<file path="src/hdl/rvmd_pkg.sv">
// ----------------------------------------------------------------------------
// rvmd_pkg
// shared types, constants and helpers of the mean direction rotator
// ----------------------------------------------------------------------------
package rvmd_pkg;

	localparam int FW    = 18;
	localparam int NSQ   = 17;
	localparam int NDIV  = 17;
	localparam int STG_PREP  = 0;
	localparam int STG_SQFIX = STG_PREP + NSQ + 1;
	localparam int STG_DPREP = STG_SQFIX + 1;
	localparam int STG_QFIX  = STG_DPREP + NDIV + 1;
	localparam int STG_MAC   = STG_QFIX + 1;
	localparam int NMAC  = 4;
	localparam int NSTG  = STG_MAC + NMAC;

	typedef logic signed [FW-1:0] fld_t;

	typedef struct packed {
		fld_t wx;
		fld_t wy;
		fld_t wz;
		fld_t mx;
		fld_t my;
		fld_t mz;
		logic pole;
	} pld_t;

	// square root iteration state
	typedef struct packed {
		pld_t        p;
		logic [33:0] rem;
		logic [33:0] root;
		logic [33:0] bitv;
	} sq_t;

	typedef struct packed {
		pld_t        p;
		logic [16:0] s;
	} sqo_t;

	// one restoring division lane
	typedef struct packed {
		logic        neg;
		logic        ovf;
		logic [16:0] rem;
		logic [16:0] low;
		logic [16:0] q;
	} dv_t;

	typedef struct packed {
		pld_t        p;
		logic [16:0] s;
		dv_t         cx;
		dv_t         cy;
	} dvs_t;

	typedef struct packed {
		pld_t        p;
		logic [16:0] s;
		fld_t        cp;
		fld_t        sp;
	} mac_in_t;

	typedef struct packed {
		fld_t ux;
		fld_t uy;
		fld_t uz;
	} res_t;

	localparam logic signed [20:0] ONE21 = 21'sd65536;

	function automatic fld_t clamp_one(input logic signed [20:0] v);
		fld_t r;
		if (v > ONE21) begin
			r = 18'sd65536;
		end else if (v < -ONE21) begin
			r = -18'sd65536;
		end else begin
			r = v[FW-1:0];
		end
		return r;
	endfunction

endpackage

</file>
<file path="src/hdl/rvmd_sqrt_cell.sv">
// ----------------------------------------------------------------------------
// rvmd_sqrt_cell
// one digit step of the integer square root, registered
// ----------------------------------------------------------------------------
module rvmd_sqrt_cell import rvmd_pkg::*; (
	input  logic clk,
	input  logic en,
	input  sq_t  din,
	output sq_t  dout
);

	sq_t         dout_q;
	logic [33:0] trial;

	assign trial = din.root + din.bitv;

	always_ff @(posedge clk) begin
		if (en) begin
			dout_q.p    <= din.p;
			dout_q.bitv <= din.bitv >> 2;
			if (din.rem >= trial) begin
				dout_q.rem  <= din.rem - trial;
				dout_q.root <= (din.root >> 1) + din.bitv;
			end else begin
				dout_q.rem  <= din.rem;
				dout_q.root <= din.root >> 1;
			end
		end
	end

	assign dout = dout_q;

endmodule

</file>
<file path="config.mk">
export PLATFORM = sky130hd
export DESIGN_NAME = rvmd_sqrt_cell
export DESIGN_NICKNAME = d
export VERILOG_FILES = /design/src/hdl/rvmd_pkg.sv /design/src/hdl/rvmd_sqrt_cell.sv
export SDC_FILE = /design/constraint.sdc
export NUM_CORES = 1
export LEC_CHECK = 0
export ABC_AREA = 1
export BUFFER_PORTS_ARGS = -buffer_cell sky130_fd_sc_hd__clkbuf_2
export CAP_MARGIN = 20
export CORE_MARGIN = 2
export CORE_UTILIZATION = 35
export DETAILED_ROUTE_END_ITERATION = 10
export GPL_TIMING_DRIVEN = 0
export MAX_ROUTING_LAYER = met4
export PLACE_DENSITY = 0.62
export SYNTH_ARGS = -nofsm -noshare
export SYNTH_HDL_FRONTEND = slang
export SYNTH_SLANG_ARGS = --single-unit
export TNS_END_PERCENT = 100
</file>
<file path="constraint.sdc">
create_clock -name clk -period 10.62 [get_ports clk]
set_clock_uncertainty 0.1 [all_clocks]
set_input_delay 1.593 -clock clk [delete_from_list [all_inputs] [get_ports clk]]
set_output_delay 1.593 -clock clk [all_outputs]
set_load 0.03 [all_outputs]
</file>
==> run summary <==
The run finished with clean final reports. The flip-flop and latch count after synthesis was 209. The normalized max-slew margin was 0.420; the count of routing violations after the opening detailed-route iteration was 929. The run gives 3730 um as the total met3 wirelength after detailed routing.

The worst setup path is launched from an input port. In the post-synthesis netlist, the biggest area contributors are edfxtp_1 (45%), nand2_1 (18%), ha_1 (8.9%). The number of warnings issued by yosys came out at 0. The signal on the critical path passes through clkbuf_2 -> ha_1 -> a21oi_1 -> o21ai_0 -> a21oi_1 -> o21ai_0 -> nand3_1 -> nand2_1 -> nand2_1 -> nand2_1 -> ha_1 -> nand2_1 -> nor2_1 -> nand2_1 -> nor2_1 -> nand2_1 -> nand3_2 -> nand2_2 -> nand2_4 -> inv_4 -> buf_6 -> nand2_1 -> nand2_1. The core region area came out at 39600 um2. Counting I/O delays and the setup requirement, the final critical path takes 5190 ps. The cell family contributing the most delay on the critical path is simple AND/OR/NAND/NOR gates. The origin of the worst setup path was din[4]. For this design the top-level I/O count stands at 424. Met1 layer wirelength in the final routing: 21100 um. For this design, the CTS-stage hold fixing added 0 buffers. The fraction of final layout cells with drive strength greater than 1 was 0.216; the cell area after synthesis was 14000 um2. VDD sags by at most 0.109 mV. For the pin count of the biggest net entering global routing, the log shows 109.

The tools report the number of placement rows as 73. Summing over every cut layer, the via total after detailed routing is 13400. The number of antenna violations at the first check in global routing is 4. Adding up every negative setup slack in the final design gives 0 ps. The number of buffers and inverters on the critical path is 3. The first detailed-routing pass took 5 iterations.

The synthesized design spends more area on one cell type than any other, namely edfxtp_1. The clock passes through at most 3 buffers. The congestion estimate from routability-driven global placement came to 0.925. Post-CTS timing repair inserted 0 buffers for setup. Buffers inserted during clock tree synthesis total 24. Wire segments on met2 add up to 24800 um in the final route. For this block, the routed nets add up to 50800 um of wire. The detail route stage leaves a number of antenna-violating nets equal to 0.

From bottom edge to top edge, the die measures 204 um. The count of nets after finishing was 2541; the final core area utilization was 0.445. Detailed placement ended at an HPWL of 42600 um.

The library cell used most frequently in the layout, excluding fill and tap cells, is nand2_1. Of all nets on the critical path, the largest fanout is 10. The total global routing overflow came out at 0. After detailed routing, the average wire length per cell comes to 18.3 um. The number of flip-flops under the largest register name is 209. Buffers placed on the I/O ports in this run total 421.

The transition time of the tightest slew-check pin was 870 ps; the number of distinct library cell variants in the gate-level netlist after synthesis was 35. For this run, the top clock speed supported by timing is 0.193 GHz. For the count of endpoints failing hold in the final timing report, the log shows 0. The min-delay analysis places its worst path in the category in -> reg.

Count of final setup violators: 0. For this run, design rule violations remaining after detail routing come to 0. Data arrives at the worst endpoint at 5350 ps. The number of global-route vias before repair came out at 12900. Clock root buffer master: clkbuf_16.

The run gives 1120 ps as the hold slack. The endpoint class of the critical path is a flip-flop. A synthesized cell averages 7.89 um2.

Synthesis produced a netlist whose cell count is 1776. In this run the power density over the cells is 177 nW/um2. Post-synthesis sequential area ratio: 0.448. The number of sinks driven by the clock tree was 209. The tools report the number of slew-limit violations in the final report as 0.

The floorplan die area is 41600 um2. The post-route fraction of the period consumed by the critical path came out at 0.489. The highest metal layer carrying signal wires in the routed design is met4. The width of the chip works out to 204 um.

The number of vias per cell was 4.82. Setup repair after global routing left no endpoint under its margin. The overall fraction of global-route tracks in use was 0.247. In this design, the critical path's most frequently occurring cell is nand2_1.

The slowest stage of the critical path is the a21oi_1 cell. The tools report the wire length of the first global-routing pass as 75600 um. In the layout the commonest cells are nand2_1 (661), clkbuf_2 (420), inv_1 (228), edfxtp_1 (209), nor2_1 (167).

From synthesis to final layout, the design area changed by 25.9%. The logs give 8.90 nW for the cell leakage power and 1 for the depth of the CTS H-tree. The initial standard-cell utilization of the core was 0.353. TritonCTS built the clock tree.

The start-to-end type of the worst setup path is in -> reg. The worst hold path begins at din[166]. Post-CTS repair changed the size of 0 cells. The delay contributed by the slowest stage of the critical path works out to 380 ps. The clock-pin slew reported for the worst setup and hold paths after clock tree synthesis is 60 ps, and the number of max-capacitance violations reported is 0. The top-area cell type share of the netlist area was 0.448; the required time of the critical path was 10780 ps.
cell usage after synthesis:
| cell | instances |
|---|---|
| nand2_1 | 661 |
| inv_1 | 228 |
| edfxtp_1 | 209 |
| nor2_1 | 167 |
| ha_1 | 100 |
| a21oi_1 | 96 |
| nand3_1 | 95 |
| o21ai_0 | 53 |
| xor2_1 | 35 |
| xnor2_1 | 21 |
| nor3_1 | 20 |
| nand4_1 | 18 |
| nand3b_1 | 15 |
| buf_4 | 8 |
| buf_6 | 7 |
| o21bai_1 | 7 |
| a21o_1 | 6 |
| o21a_1 | 4 |
| fa_1 | 3 |
| nor2_2 | 3 |
| nor4_1 | 3 |
| inv_2 | 2 |
| o211ai_1 | 2 |
| o21ai_1 | 2 |
| a21boi_0 | 1 |
| a21oi_2 | 1 |
| a31oi_1 | 1 |
| and2_1 | 1 |
| conb_1 | 1 |
| inv_4 | 1 |
| nand2_2 | 1 |
| nand2_4 | 1 |
| nand3_2 | 1 |
| o31ai_1 | 1 |
| or2_2 | 1 |
cell type report:
type                       instances  area [um2]
fill                            4105       22000
buffer                            15         139
multi-input combinational       1322        6720
sequential                       209        6280
timing repair buffer             422        2140
clock buffer                      26         608
antenna                            4        10.0
tap                              525         657
clock inverter                    17         203
inverter                         231         870
routing by layer:
metal,GRT usage,vias to the layer above
met4,0.0616,0
met2,0.427,474
met5,-,-
met1,0.298,6084
met3,0.0450,65
li1,-,6730
power breakdown:
part	switching, mW	internal (mW)
combinational	0.834	0.357
sequential	0.0269	1.04
clock	0.346	0.513
stage by stage:
| step | setup WS (ps) | instances | cell area [um2] | power, mW |
|---|---|---|---|---|
| 6_report | 5430 | 2771 | 17600 | 3.12 |
| 5_1_grt | 5090 | 2771 | 17600 | 3.31 |
| 4_1_cts | 5480 | 2767 | 17600 | 3.15 |
| 3_5_place_dp | 4920 | 2724 | 16800 | 2.28 |
| 3_3_place_gp | 4720 | 2723 | 16800 | 2.28 |
| 2_1_floorplan | 5830 | 1777 | 14000 | 1.88 |
cells by family (layout without fill, tap and decap cells):
group,after synthesis,count (layout),share of synthesized area
DFF,209,209,0.448
AOI/OAI and AO/OA,174,174,0.0663
xor gates and xnor gates,56,56,0.0350
buffers and inverters,246,711,0.0720
and+or+nand+nor,987,987,0.285
adders and majority gates,103,103,0.0936
other,1,6,0.000268
path summary, 6_finish.rpt:
kind        end  slack [ps]  cells past startpoint
min   dout[166]        1120                      1
max    dout[76]        5430                     23
Note: power is estimated with default switching activity, not from simulation.
