### src/hdl/rvmd_pkg.sv
// ----------------------------------------------------------------------------
// rvmd_pkg
// shared types, constants and helpers of the mean direction rotator
// ----------------------------------------------------------------------------
package rvmd_pkg;

	localparam int FW    = 18;
	localparam int NSQ   = 17;
	localparam int NDIV  = 17;
	localparam int STG_PREP  = 0;
	localparam int STG_SQFIX = STG_PREP + NSQ + 1;
	localparam int STG_DPREP = STG_SQFIX + 1;
	localparam int STG_QFIX  = STG_DPREP + NDIV + 1;
	localparam int STG_MAC   = STG_QFIX + 1;
	localparam int NMAC  = 4;
	localparam int NSTG  = STG_MAC + NMAC;

	typedef logic signed [FW-1:0] fld_t;

	typedef struct packed {
		fld_t wx;
		fld_t wy;
		fld_t wz;
		fld_t mx;
		fld_t my;
		fld_t mz;
		logic pole;
	} pld_t;

	// square root iteration state
	typedef struct packed {
		pld_t        p;
		logic [33:0] rem;
		logic [33:0] root;
		logic [33:0] bitv;
	} sq_t;

	typedef struct packed {
		pld_t        p;
		logic [16:0] s;
	} sqo_t;

	// one restoring division lane
	typedef struct packed {
		logic        neg;
		logic        ovf;
		logic [16:0] rem;
		logic [16:0] low;
		logic [16:0] q;
	} dv_t;

	typedef struct packed {
		pld_t        p;
		logic [16:0] s;
		dv_t         cx;
		dv_t         cy;
	} dvs_t;

	typedef struct packed {
		pld_t        p;
		logic [16:0] s;
		fld_t        cp;
		fld_t        sp;
	} mac_in_t;

	typedef struct packed {
		fld_t ux;
		fld_t uy;
		fld_t uz;
	} res_t;

	localparam logic signed [20:0] ONE21 = 21'sd65536;

	function automatic fld_t clamp_one(input logic signed [20:0] v);
		fld_t r;
		if (v > ONE21) begin
			r = 18'sd65536;
		end else if (v < -ONE21) begin
			r = -18'sd65536;
		end else begin
			r = v[FW-1:0];
		end
		return r;
	endfunction

endpackage

### src/hdl/rvmd_div_cell.sv
// ----------------------------------------------------------------------------
// rvmd_div_cell
// one quotient bit of both restoring dividers, registered
// ----------------------------------------------------------------------------
module rvmd_div_cell import rvmd_pkg::*; (
	input  logic clk,
	input  logic en,
	input  dvs_t din,
	output dvs_t dout
);

	dvs_t dout_q;

	function automatic dv_t step(input dv_t d, input logic [16:0] s);
		dv_t         r;
		logic [17:0] t;
		t = {d.rem, d.low[16]};
		r = d;
		r.low = {d.low[15:0], 1'b0};
		if (t >= {1'b0, s}) begin
			r.rem = 17'(t - {1'b0, s});
			r.q   = {d.q[15:0], 1'b1};
		end else begin
			r.rem = t[16:0];
			r.q   = {d.q[15:0], 1'b0};
		end
		return r;
	endfunction

	always_ff @(posedge clk) begin
		if (en) begin
			dout_q.p  <= din.p;
			dout_q.s  <= din.s;
			dout_q.cx <= step(din.cx, din.s);
			dout_q.cy <= step(din.cy, din.s);
		end
	end

	assign dout = dout_q;

endmodule

### config.mk
export PLATFORM = sky130hd
export DESIGN_NAME = rvmd_div_cell
export DESIGN_NICKNAME = d
export VERILOG_FILES = /design/src/hdl/rvmd_pkg.sv /design/src/hdl/rvmd_div_cell.sv
export SDC_FILE = /design/constraint.sdc
export NUM_CORES = 1
export LEC_CHECK = 0
export BUFFER_PORTS_ARGS = -buffer_cell sky130_fd_sc_hd__buf_4
export CAP_MARGIN = 30
export CELL_PAD_IN_SITES_DETAIL_PLACEMENT = 1
export CELL_PAD_IN_SITES_GLOBAL_PLACEMENT = 2
export CORE_MARGIN = 1
export CORE_UTILIZATION = 26
export DETAILED_ROUTE_END_ITERATION = 10
export PLACE_DENSITY_LB_ADDON = 0.1
export SYNTH_ARGS = -nofsm -noshare
export SYNTH_HDL_FRONTEND = slang
export SYNTH_SLANG_ARGS = --single-unit
### constraint.sdc
create_clock -name clk -period 2.3 [get_ports clk]
set_clock_uncertainty 0.05 [all_clocks]
set_input_delay 0.115 -clock clk [delete_from_list [all_inputs] [get_ports clk]]
set_output_delay 0.115 -clock clk [all_outputs]
set_load 0.01 [all_outputs]
==> summary.md, run 1 <==
| Metric | Value |
|---|---|
| Residual DRC | `0` |
| Clk pwr share | `36.9%` |
| Largest net degree at the start of global routing | `80` |
| Final Hold Fails | `0` |
| Max Transition Viols Final | `0` |
| Syn Inst Count | `549` |
| Required time worst endpoint | `2610 ps` |
| Max stage delay cell, worst path | `dlygate4sd3_1` |
| Clk root buf | `clkbuf_16` |
| Post-DRT Antenna Nets | `0` |
| Total Power | `12.2 mW` |
| Vias | `7820` |
| Syn Area/Cell | `16.8 um^2` |
| Status | `complete, no violations` |
| First-pass GRT wire length | `52200 um` |
| Warnings, synthesis | `0` |
| Cells after DPL | `1546` |
| Final WL | `between 30000 and 40000 um` |
| FFs w/ async S/R, synth | `0%` |
| Utilization after layout | `49.4%` |
| Critical path cell sequence | `dlygate4sd3_1 > buf_4 > ha_1 > buf_4 > nand2_1 > o21ai_4 > nand3_1 > and3_1 > mux2_2 > o41ai_2` |
| Initial antenna violation count | `1` |
| Worst hold path class | `in -> reg` |
| Dpl hpwl | `26200 um` |
| Tmin final | `around 2200 ps` |
| Largest register FFs | `230` |
| Max Freq | `~450 MHz` |
| Slew HR | `66.4%` |
| Int Power | `9.22 mW` |
| VDD IR max | `0.472 mV` |
| Pwr/cell area | `714 nW/um^2` |
| GRT Util Overall | `19.3%` |
| Rows | `68` |
| Final setup fails | `0` |
| Vias in the first global route | `~8400` |
| Die Ht | `190 um` |
| Setup_tns | `0 ps` |
| WP data arrival | `2530 ps` |
| Comb pwr share | `20.8%` |
| Synth cell types | `61` |
| Crit path top cell by count | `buf_4` |
| Delay of the slowest critical-path stage | `roughly 540 ps` |
| Die area | `around 36000 um^2` |
| CTS clk-pin slew, worst paths | `70 ps` |
| Sw Pwr | `about 3.0 mW` |
| Worst Path Buf+Inv | `3` |
| Switching Share | `24.7%` |
| Routability congestion estimate | `0.784` |
| Synth area leaders | `edfxtp_1 75%, ha_1 4.6%, mux2_2 2.1%` |
| Number of synthesized flops with an enable pin | `230` |
| Core area | `34700 um^2` |
| Post-Syn Area | `9200 um^2` |
| Element type at the critical path end | `flop` |
| Most numerous cell in the Yosys netlist | `edfxtp_1` |
| Area Growth Syn to Fin | `86.5%` |
| Synth area leader | `edfxtp_1` |
| Routed vias/inst | `roughly 4.3` |
| Synth Register Bits | `230` |
| CTS tree | `yes` |
| Num CTS Buffers | `27` |
| DR iter-0 viols | `295` |
| Top-Level Pins | `roughly 470` |
| Clock sinks | `230` |
| Drt pass-1 iters | `4` |
| Share of the synthesized area in the top cell type | `75.1%` |
| Seq/Total Area, Yosys | `75.1%` |
| Synth cell count leaders | `230 x edfxtp_1, 34 x ha_1, 34 x nand2_1` |
| Share of layout cells above drive strength 1 | `between 40% and 50%` |
| Nets | `1619` |
| Crit start category | `input pin` |
| Finished Layout Cells | `1826` |
| PortBufs | `between 400 and 500` |
| Ys flop type | `edfxtp_1` |
| Clock Path Buffers | `3` |
| Final period util | `96.3%` |
| # H-tree levels | `1` |
| CP max FO | `6` |
| LEAKAGE | `roughly 7.4 nW` |
| CP Class | `in -> reg` |
| Initial Util | `26.5%` |
| Crit path max-delay family | `buffers and inverters` |
| WL/cell | `20.0 um` |
| Least-Margin Pin Slew | `around 500 ps` |
| Remaining Overflow, GRT | `0` |
| Power share of the sequential group | `42.3%` |
| Max Cap Viol | `0` |
| Horiz. Die Dim | `190 um` |
## path summary, 6_finish.rpt
kind / startpoint / to / cells past startpoint
worst max-delay path: din[91] / dout[100] / 10
worst min-delay path: din[87] / dout[88] / 4
## power groups by stage
stage	Clock [mW]	Combinational, mW	Sequential (mW)
after global placement	0	2.21	5.25
after CTS	4.64	2.57	5.18
after floorplan	0	0.591	5.47
final	4.52	2.55	5.18
after detailed placement	0	2.23	5.26
after global routing	4.80	2.73	5.21
## tightest hold or removal path, delay by kind of cell
| family | cells | cell delay (ps) |
|---|---|---|
| simple gates | 2 | 90 |
| buf+inv | 1 | 120 |
| fa+ha+maj | 1 | 200 |
## logic make-up after synthesis
logic type                 share of synthesized area, %
AOI/OAI and AO/OA                                  8.23
xor gates and xnor gates                           1.81
adders and majority gates                          5.06
buffers and inverters                              1.99
DFF                                                75.1
muxes                                              2.73
other                                            0.0408
and+or+nand+nor                                    5.06
## area by class of cell
class	count	area, um^2
multi-input cells	281	2170
flip-flops and latches	230	6910
diodes	1	2.50
well taps	455	569
clock buffers	32	694
inverters	26	100
fillers	3624	17600
repair buffers	783	6480
clock inverters	18	230
## through the flow
step	instance area, um^2	setup WS [ps]	hold slack, ps
after global routing	17200	-23.9	51.3
after detailed placement	13900	-329	244
after CTS	17100	2.67	14.5
final	17200	84.0	34.9
after floorplan	9240	15.2	164
after global placement	13900	-289	243
## placed cells by master (no fill, tap or decap), types with 3 or more instances in the layout
cell type      instances
buf_4                551
edfxtp_1             230
dlygate4sd3_1        229
nand2_1               34
ha_1                  33
clkbuf_16             27
a21oi_1               25
inv_1                 22
mux2_2                17
o21ai_0               16
a21o_1                15
nor2_1                15
xnor2_1               15
nand3_1               14
o21a_1                10
o31ai_1                6
nor2b_1                5
bufinv_16              5
clkbuf_1               5
and4_1                 4
mux2_4                 4
xor2_1                 4
clkinv_1               4
inv_2                  3
or2_2                  3
a211oi_1               3
a2111oi_0              3
and2_1                 3
a31oi_1                3
nor3_1                 3
clkinv_2               3
## layer usage
metal,GRT usage (%),vias up,share of wire [%]
met1,22.0,3811,38
met3,3.60,45,5.8
met4,4.44,0,1.7
met5,0,-,0
met2,36.8,237,54
li1,-,3727,-
## what timing repair did
item | 4_1_cts | 5_1_grt
hold buffers | 229 | 0
buffers inserted | 0 | 0
resized for setup | 0 | 6
endpoints found under the setup margin | 0 | 12
hold endpoints to repair | 252 | 0
Power figures use the tool's default switching activity.
==> run 2: changes to the inputs <==
Settings changed: CORE_UTILIZATION 26 to 29.
Clock period 2.3 ns to 2.44 ns, I/O delays scaled along.
==> summary.md, run 2 (synthesis gave the netlist of run 1 again) <==
| Metric | Value |
|---|---|
| Final Cell Area | `16900 um^2` |
| Critical Path End | `dout[99]` |
| Total Power | `11.4 mW` |
| Die area | `32400 um^2` |
| Post-DRT Antenna Nets | `0` |
| Max Transition Viols Final | `0` |
| Launch point of the worst path | `din[87]` |
| CTS clk-pin slew, worst paths | `60 ps` |
| Commonest non-fill, non-tap cells in the layout | `532 x buf_4, 230 x edfxtp_1, 229 x dlygate4sd3_1` |
| Routability congestion estimate | `0.788` |
| Required time worst endpoint | `2660 ps` |
| Dpl hpwl | `~27000 um` |
| GRT Util Overall | `23.2%` |
| Final WL | `38500 um` |
| Max Freq | `422 MHz` |
| Final Hold Fails | `0` |
| CP max FO | `11` |
| Power share of the sequential group | `a little over two fifths` |
| Pwr/cell area | `approximately 670 nW/um^2` |
| Vias in the first global route | `between 8000 and 9000` |
| First-pass GRT wire length | `55900 um` |
| Clock Path Buffers | `3` |
| Core area | `a little over 30000 um^2` |
| # H-tree levels | `1` |
| Initial Util | `29.8%` |
| Status | `complete, no violations` |
| Share of layout cells above drive strength 1 | `a little under half` |
| Clock sinks | `230` |
| Remaining Overflow, GRT | `0` |
| Rows | `64` |
| Final period util | `about 100%` |
| Final WS setup | `between 70 and 80 ps` |
| Largest net degree at the start of global routing | `51` |
| Initial antenna violation count | `5` |
| Largest register FFs | `between 200 and 250` |
| WL/cell | `about 22 um` |
| RSZ-0062 raised after global routing | `no` |
| VDD IR max | `0.459 mV` |
| Num CTS Buffers | `26` |
| Element type at the critical path end | `flop` |
| Drt pass-1 iters | `4` |
| Top-Level Pins | `466` |
| Switching Share | `25.0%` |
| CP Class | `in -> reg` |
| Vias | `7874` |
| Most common cell after layout, fill and taps aside | `buf_4` |
| Comb pwr share | `21.1%` |
| Int Power | `8.53 mW` |
| DR iter-0 viols | `~460` |
| WP data arrival | `2590 ps` |
| CTS tree | `yes` |
| Die Ht | `180 um` |
| LEAKAGE | `approximately 7.3 nW` |
| Final setup fails | `0` |
| Placement Setup Slack | `-186 ps` |
| Worst hold path class | `in -> reg` |
| PortBufs | `461` |
| Tmin final | `between 2000 and 2500 ps` |
| Sw Pwr | `2.84 mW` |
| Area post-placement | `13700 um^2` |
| Residual DRC | `0` |
| Horiz. Die Dim | `180 um` |
| Max Cap Viol | `0` |
| Nets | `1600` |
| Area Growth Syn to Fin | `83.8%` |
| Crit start category | `input pin` |
| Clk root buf | `clkbuf_16` |
| Routed vias/inst | `4.49` |
| Clk pwr share | `35.8%` |
-- run 2: cell types whose count changed in the layout (fill, tap and decap cells not counted), moves of 3 or more --
| cell | change |
|---|---|
| buf_4 | -19 |
| inv_2 | -3 |
| diode_2 | +5 |
| clkinv_2 | +4 |
-- run 2: cell type report --
cell class	count	area, um^2
multi-input combinational	281	2160
clock buffer	30	687
antenna	6	15.0
tap	396	495
inverter	26	103
clock inverter	18	185
fill	3187	14000
sequential	230	6910
timing repair buffer	765	6360
-- run 2: how the worst min path moves through the flow --
stage / startpoint / to / slack (ps) / depth (start not counted)
after floorplan: din[104] / dout[104] / 170 / 0
after global placement: din[221] / dout[221] / 250 / 1
after detailed placement: din[68] / dout[69] / 250 / 1
after CTS: din[106] / dout[87] / 60 / 3
after global routing: din[106] / dout[87] / 80 / 3
final: din[106] / dout[87] / 70 / 3
-- run 2: repair_timing --
item                                   4_1_cts  5_1_grt
hold buffers                               229        0
setup endpoints to repair                    0       26
resized for setup                            0       16
buffers inserted                             0        1
endpoints found under the hold margin      267        0
-- run 2: through the flow --
stage,hold slack (ps),cells,TNS (ps),util [%]
after CTS,59.6,1745,0,54.5
final,70.1,1752,0,54.7
after floorplan,171,550,0,-
after detailed placement,251,1468,-4170,44.2
after global routing,75.6,1749,0,54.7
after global placement,250,1468,-2190,44.2
-- run 2: routing by layer --
layer	global-route usage, %	vias up	wire length (um)	share of wire, %
met2	41.6	288	19600	51
met3	5.09	67	2520	6.5
met1	26.8	3823	14900	39
met4	9.03	0	1460	3.8
li1	-	3696	-	-
met5	0	-	0	0
-- run 2: power by group through the flow --
stage	Combinational [mW]	Clock [mW]	Sequential, mW
6_report	2.40	4.07	4.90
5_1_grt	2.55	4.30	4.93
4_1_cts	2.39	4.09	4.89
3_5_place_dp	2.06	0	4.96
3_3_place_gp	2.04	0	4.95
2_1_floorplan	0.550	0	5.15
-- run 2: critical path, stage by stage --
cell           delay, ps
dlygate4sd3_1        550
buf_4                160
fa_1                 430
a21o_1               210
and2_1               180
o31a_2               330
o21ai_4              190
inv_4                110
mux2_4               310
==> run 3: changes to the inputs <==
Settings changed: ABC_AREA set to 1, CORE_UTILIZATION 29 to 28.
==> summary.md, run 3 <==
| Metric | Value |
|---|---|
| LEAKAGE | `7.87 nW` |
| Residual DRC | `0` |
| Crit path max-delay family | `simple AND/OR/NAND/NOR gates` |
| Resized cells post-CTS | `0` |
| Synth Register Bits | `230` |
| Final period util | `90.0%` |
| Die Ht | `188 um` |
| Core area | `approximately 34000 um^2` |
| Num CTS Buffers | `26` |
| WL/cell | `20.3 um` |
| Finished Layout Cells | `2005` |
| Met1 Usage GRT | `26.4%` |
| Critical path cell sequence | `dlygate4sd3_1 > buf_4 > inv_1 > ha_1 > inv_1 > fa_1 > nand3_1 > nand3_1 > nand2_1 > nand2_1 > nand2_1 > nand2_1 > nand2_1 > nand2_1 > nand2_1 > nand2_1` |
| Share of the synthesized area in the top cell type | `71.0%` |
| Syn Inst Count | `807` |
| Nets | `roughly 1800` |
| Number of synthesized flops with an enable pin | `230` |
| Tmin final | `2200 ps` |
| GRT Util Overall | `22.5%` |
| Launch point of the worst path | `din[86]` |
| Drt pass-1 iters | `4` |
| FFs w/ async S/R, synth | `0%` |
| Crit path depth | `16` |
| Setup_tns | `0 ps` |
| WP data arrival | `around 2400 ps` |
| Clock Path Buffers | `3` |
| Delay of the slowest critical-path stage | `540 ps` |
| Warnings, synthesis | `0` |
| M2 GR Usage | `39.0%` |
| CP Class | `in -> reg` |
| Post-DRT Antenna Nets | `0` |
| Max Freq | `455 MHz` |
| Max stage delay cell, worst path | `dlygate4sd3_1` |
| Largest net degree at the start of global routing | `61` |
| CP max FO | `4` |
| Vias in the first global route | `9331` |
| Remaining Overflow, GRT | `0` |
| Most numerous cell in the Yosys netlist | `nand2_1` |
| CTS tree | `yes` |
| Initial Util | `28.7%` |
| Top-Level Pins | `466` |
| Die area | `35500 um^2` |
| Worst Path Buf+Inv | `4` |
| Fillers | `3670` |
| Element type at the critical path end | `flop` |
| Max Cap Viol | `0` |
| Worst hold path class | `in -> reg` |
| RSZ-0062 raised after global routing | `no` |
| Area Growth Syn to Fin | `74.0%` |
| Seq/Total Area, Yosys | `71.0%` |
| Hold Crit Start | `din[50]` |
| Final Hold Fails | `0` |
| Initial antenna violation count | `9` |
| PortBufs | `about 460` |
| Max Transition Viols Final | `0` |
| Crit path top cell by count | `nand2_1` |
| Gr busiest metal | `met2` |
| Final WL | `40800 um` |
| Synth cell types | `31` |
| Pwr/cell area | `about 630 nW/um^2` |
| Critical Path End | `dout[101]` |
| Required time worst endpoint | `2680 ps` |
| CTS clk-pin slew, worst paths | `roughly 60 ps` |
| Dpl hpwl | `approximately 29000 um` |
| Vias | `8654` |
| Crit start category | `input pin` |
| DR iter-0 viols | `306` |
| Status | `complete, no violations` |
| Clock sinks | `230` |
| Rows | `67` |
| M3 GR Usage | `around 5.4%` |
| Synth area leaders | `edfxtp_1 71%, nand2_1 10%, inv_1 4.6%` |
| Routability congestion estimate | `0.815` |
| First-pass GRT wire length | `59900 um` |
| Ys flop type | `edfxtp_1` |
| Synth area leader | `edfxtp_1` |
| Share of layout cells above drive strength 1 | `34.0%` |
| Routed vias/inst | `between 4 and 5` |
| Final setup fails | `0` |
| Synth cell count leaders | `262 x nand2_1, 230 x edfxtp_1, 118 x inv_1` |
| Largest register FFs | `230` |
| Cells after DPL | `1724` |
| Most common cell after layout, fill and taps aside | `buf_4` |
| # H-tree levels | `1` |
| Clk root buf | `clkbuf_16` |
| Post-Syn Area | `between 9000 and 10000 um^2` |
| Horiz. Die Dim | `188 um` |
| Commonest non-fill, non-tap cells in the layout | `475 x buf_4, 262 x nand2_1, 230 x edfxtp_1` |
| Syn Area/Cell | `~12 um^2` |
| VDD IR max | `0.472 mV` |
[run 3: cell types whose count changed after synthesis, moves of 5 or more]
cell / delta
a21o_1: -15
nor2b_1: -5
xor2_1: +9
o31ai_1: -6
o21a_1: -10
xnor2_1: -14
o21ai_0: -16
inv_1: +94
a21oi_1: -7
nand2_1: +228
mux2_2: -17
nor2_1: +7
nand3_1: +48
[run 3: worst min-delay path by stage]
stage,endpoint,slack (ps),cells past startpoint
2_1_floorplan,dout[104],170,0
3_3_place_gp,dout[222],250,1
3_5_place_dp,dout[222],250,1
4_1_cts,dout[95],150,6
5_1_grt,dout[0],160,4
6_report,dout[0],150,4
[run 3: cells by family after synthesis]
kind of cell,synth area share [%]
simple gates,16.4
fa+ha+maj,4.78
buf+inv,5.30
xor+xnor,1.26
other cells,0.0385
compound gates,1.21
flops,71.0
[run 3: cell type report]
class / instances / area [um^2] / share of cell area (%)
sequential: 230 / 6910 / 40.8
timing repair buffer: 708 / 5930 / 35.0
multi-input combinational: 449 / 2310 / 13.7
clock buffer: 34 / 681 / 4.02
tap: 448 / 561 / 3.31
inverter: 120 / 450 / 2.66
clock inverter: 13 / 78.8 / 0.466
antenna: 3 / 7.51 / 0.0443
[run 3: report_power, final]
| group | internal (mW) | leakage (nW) | switching (mW) |
|---|---|---|---|
| logic | 1.14 | 5.25 | 1.15 |
| clock network | 1.97 | 0.365 | 1.60 |
| registers | 4.77 | 2.25 | 0.117 |
| total | 7.87 | 7.87 | 2.86 |
[run 3: timing repair]
item	4_1_cts	5_1_grt
hold buffers	229	0
endpoints found under the setup margin	0	17
endpoints found under the hold margin	257	0
setup buffers	0	2
[run 3: per-stage QoR]
stage	cell area (um^2)	worst slack [ps]	power, mW	utilization [%]	hold slack (ps)
after floorplan	9740	562	5.69	-	171
after detailed placement	13900	-58.6	6.91	40.9	251
after CTS	16900	18.8	10.8	49.9	146
after global placement	13900	-11.5	6.88	40.9	250
final	16900	243	10.7	50.0	154
after global routing	16900	71.0	11.2	50.0	163
[run 3: routing by layer]
metal	wire length [um]	part of all wire, %
met3	2400	5.9
met1	16400	40
met5	75	0.18
met2	20000	49
met4	1920	4.7
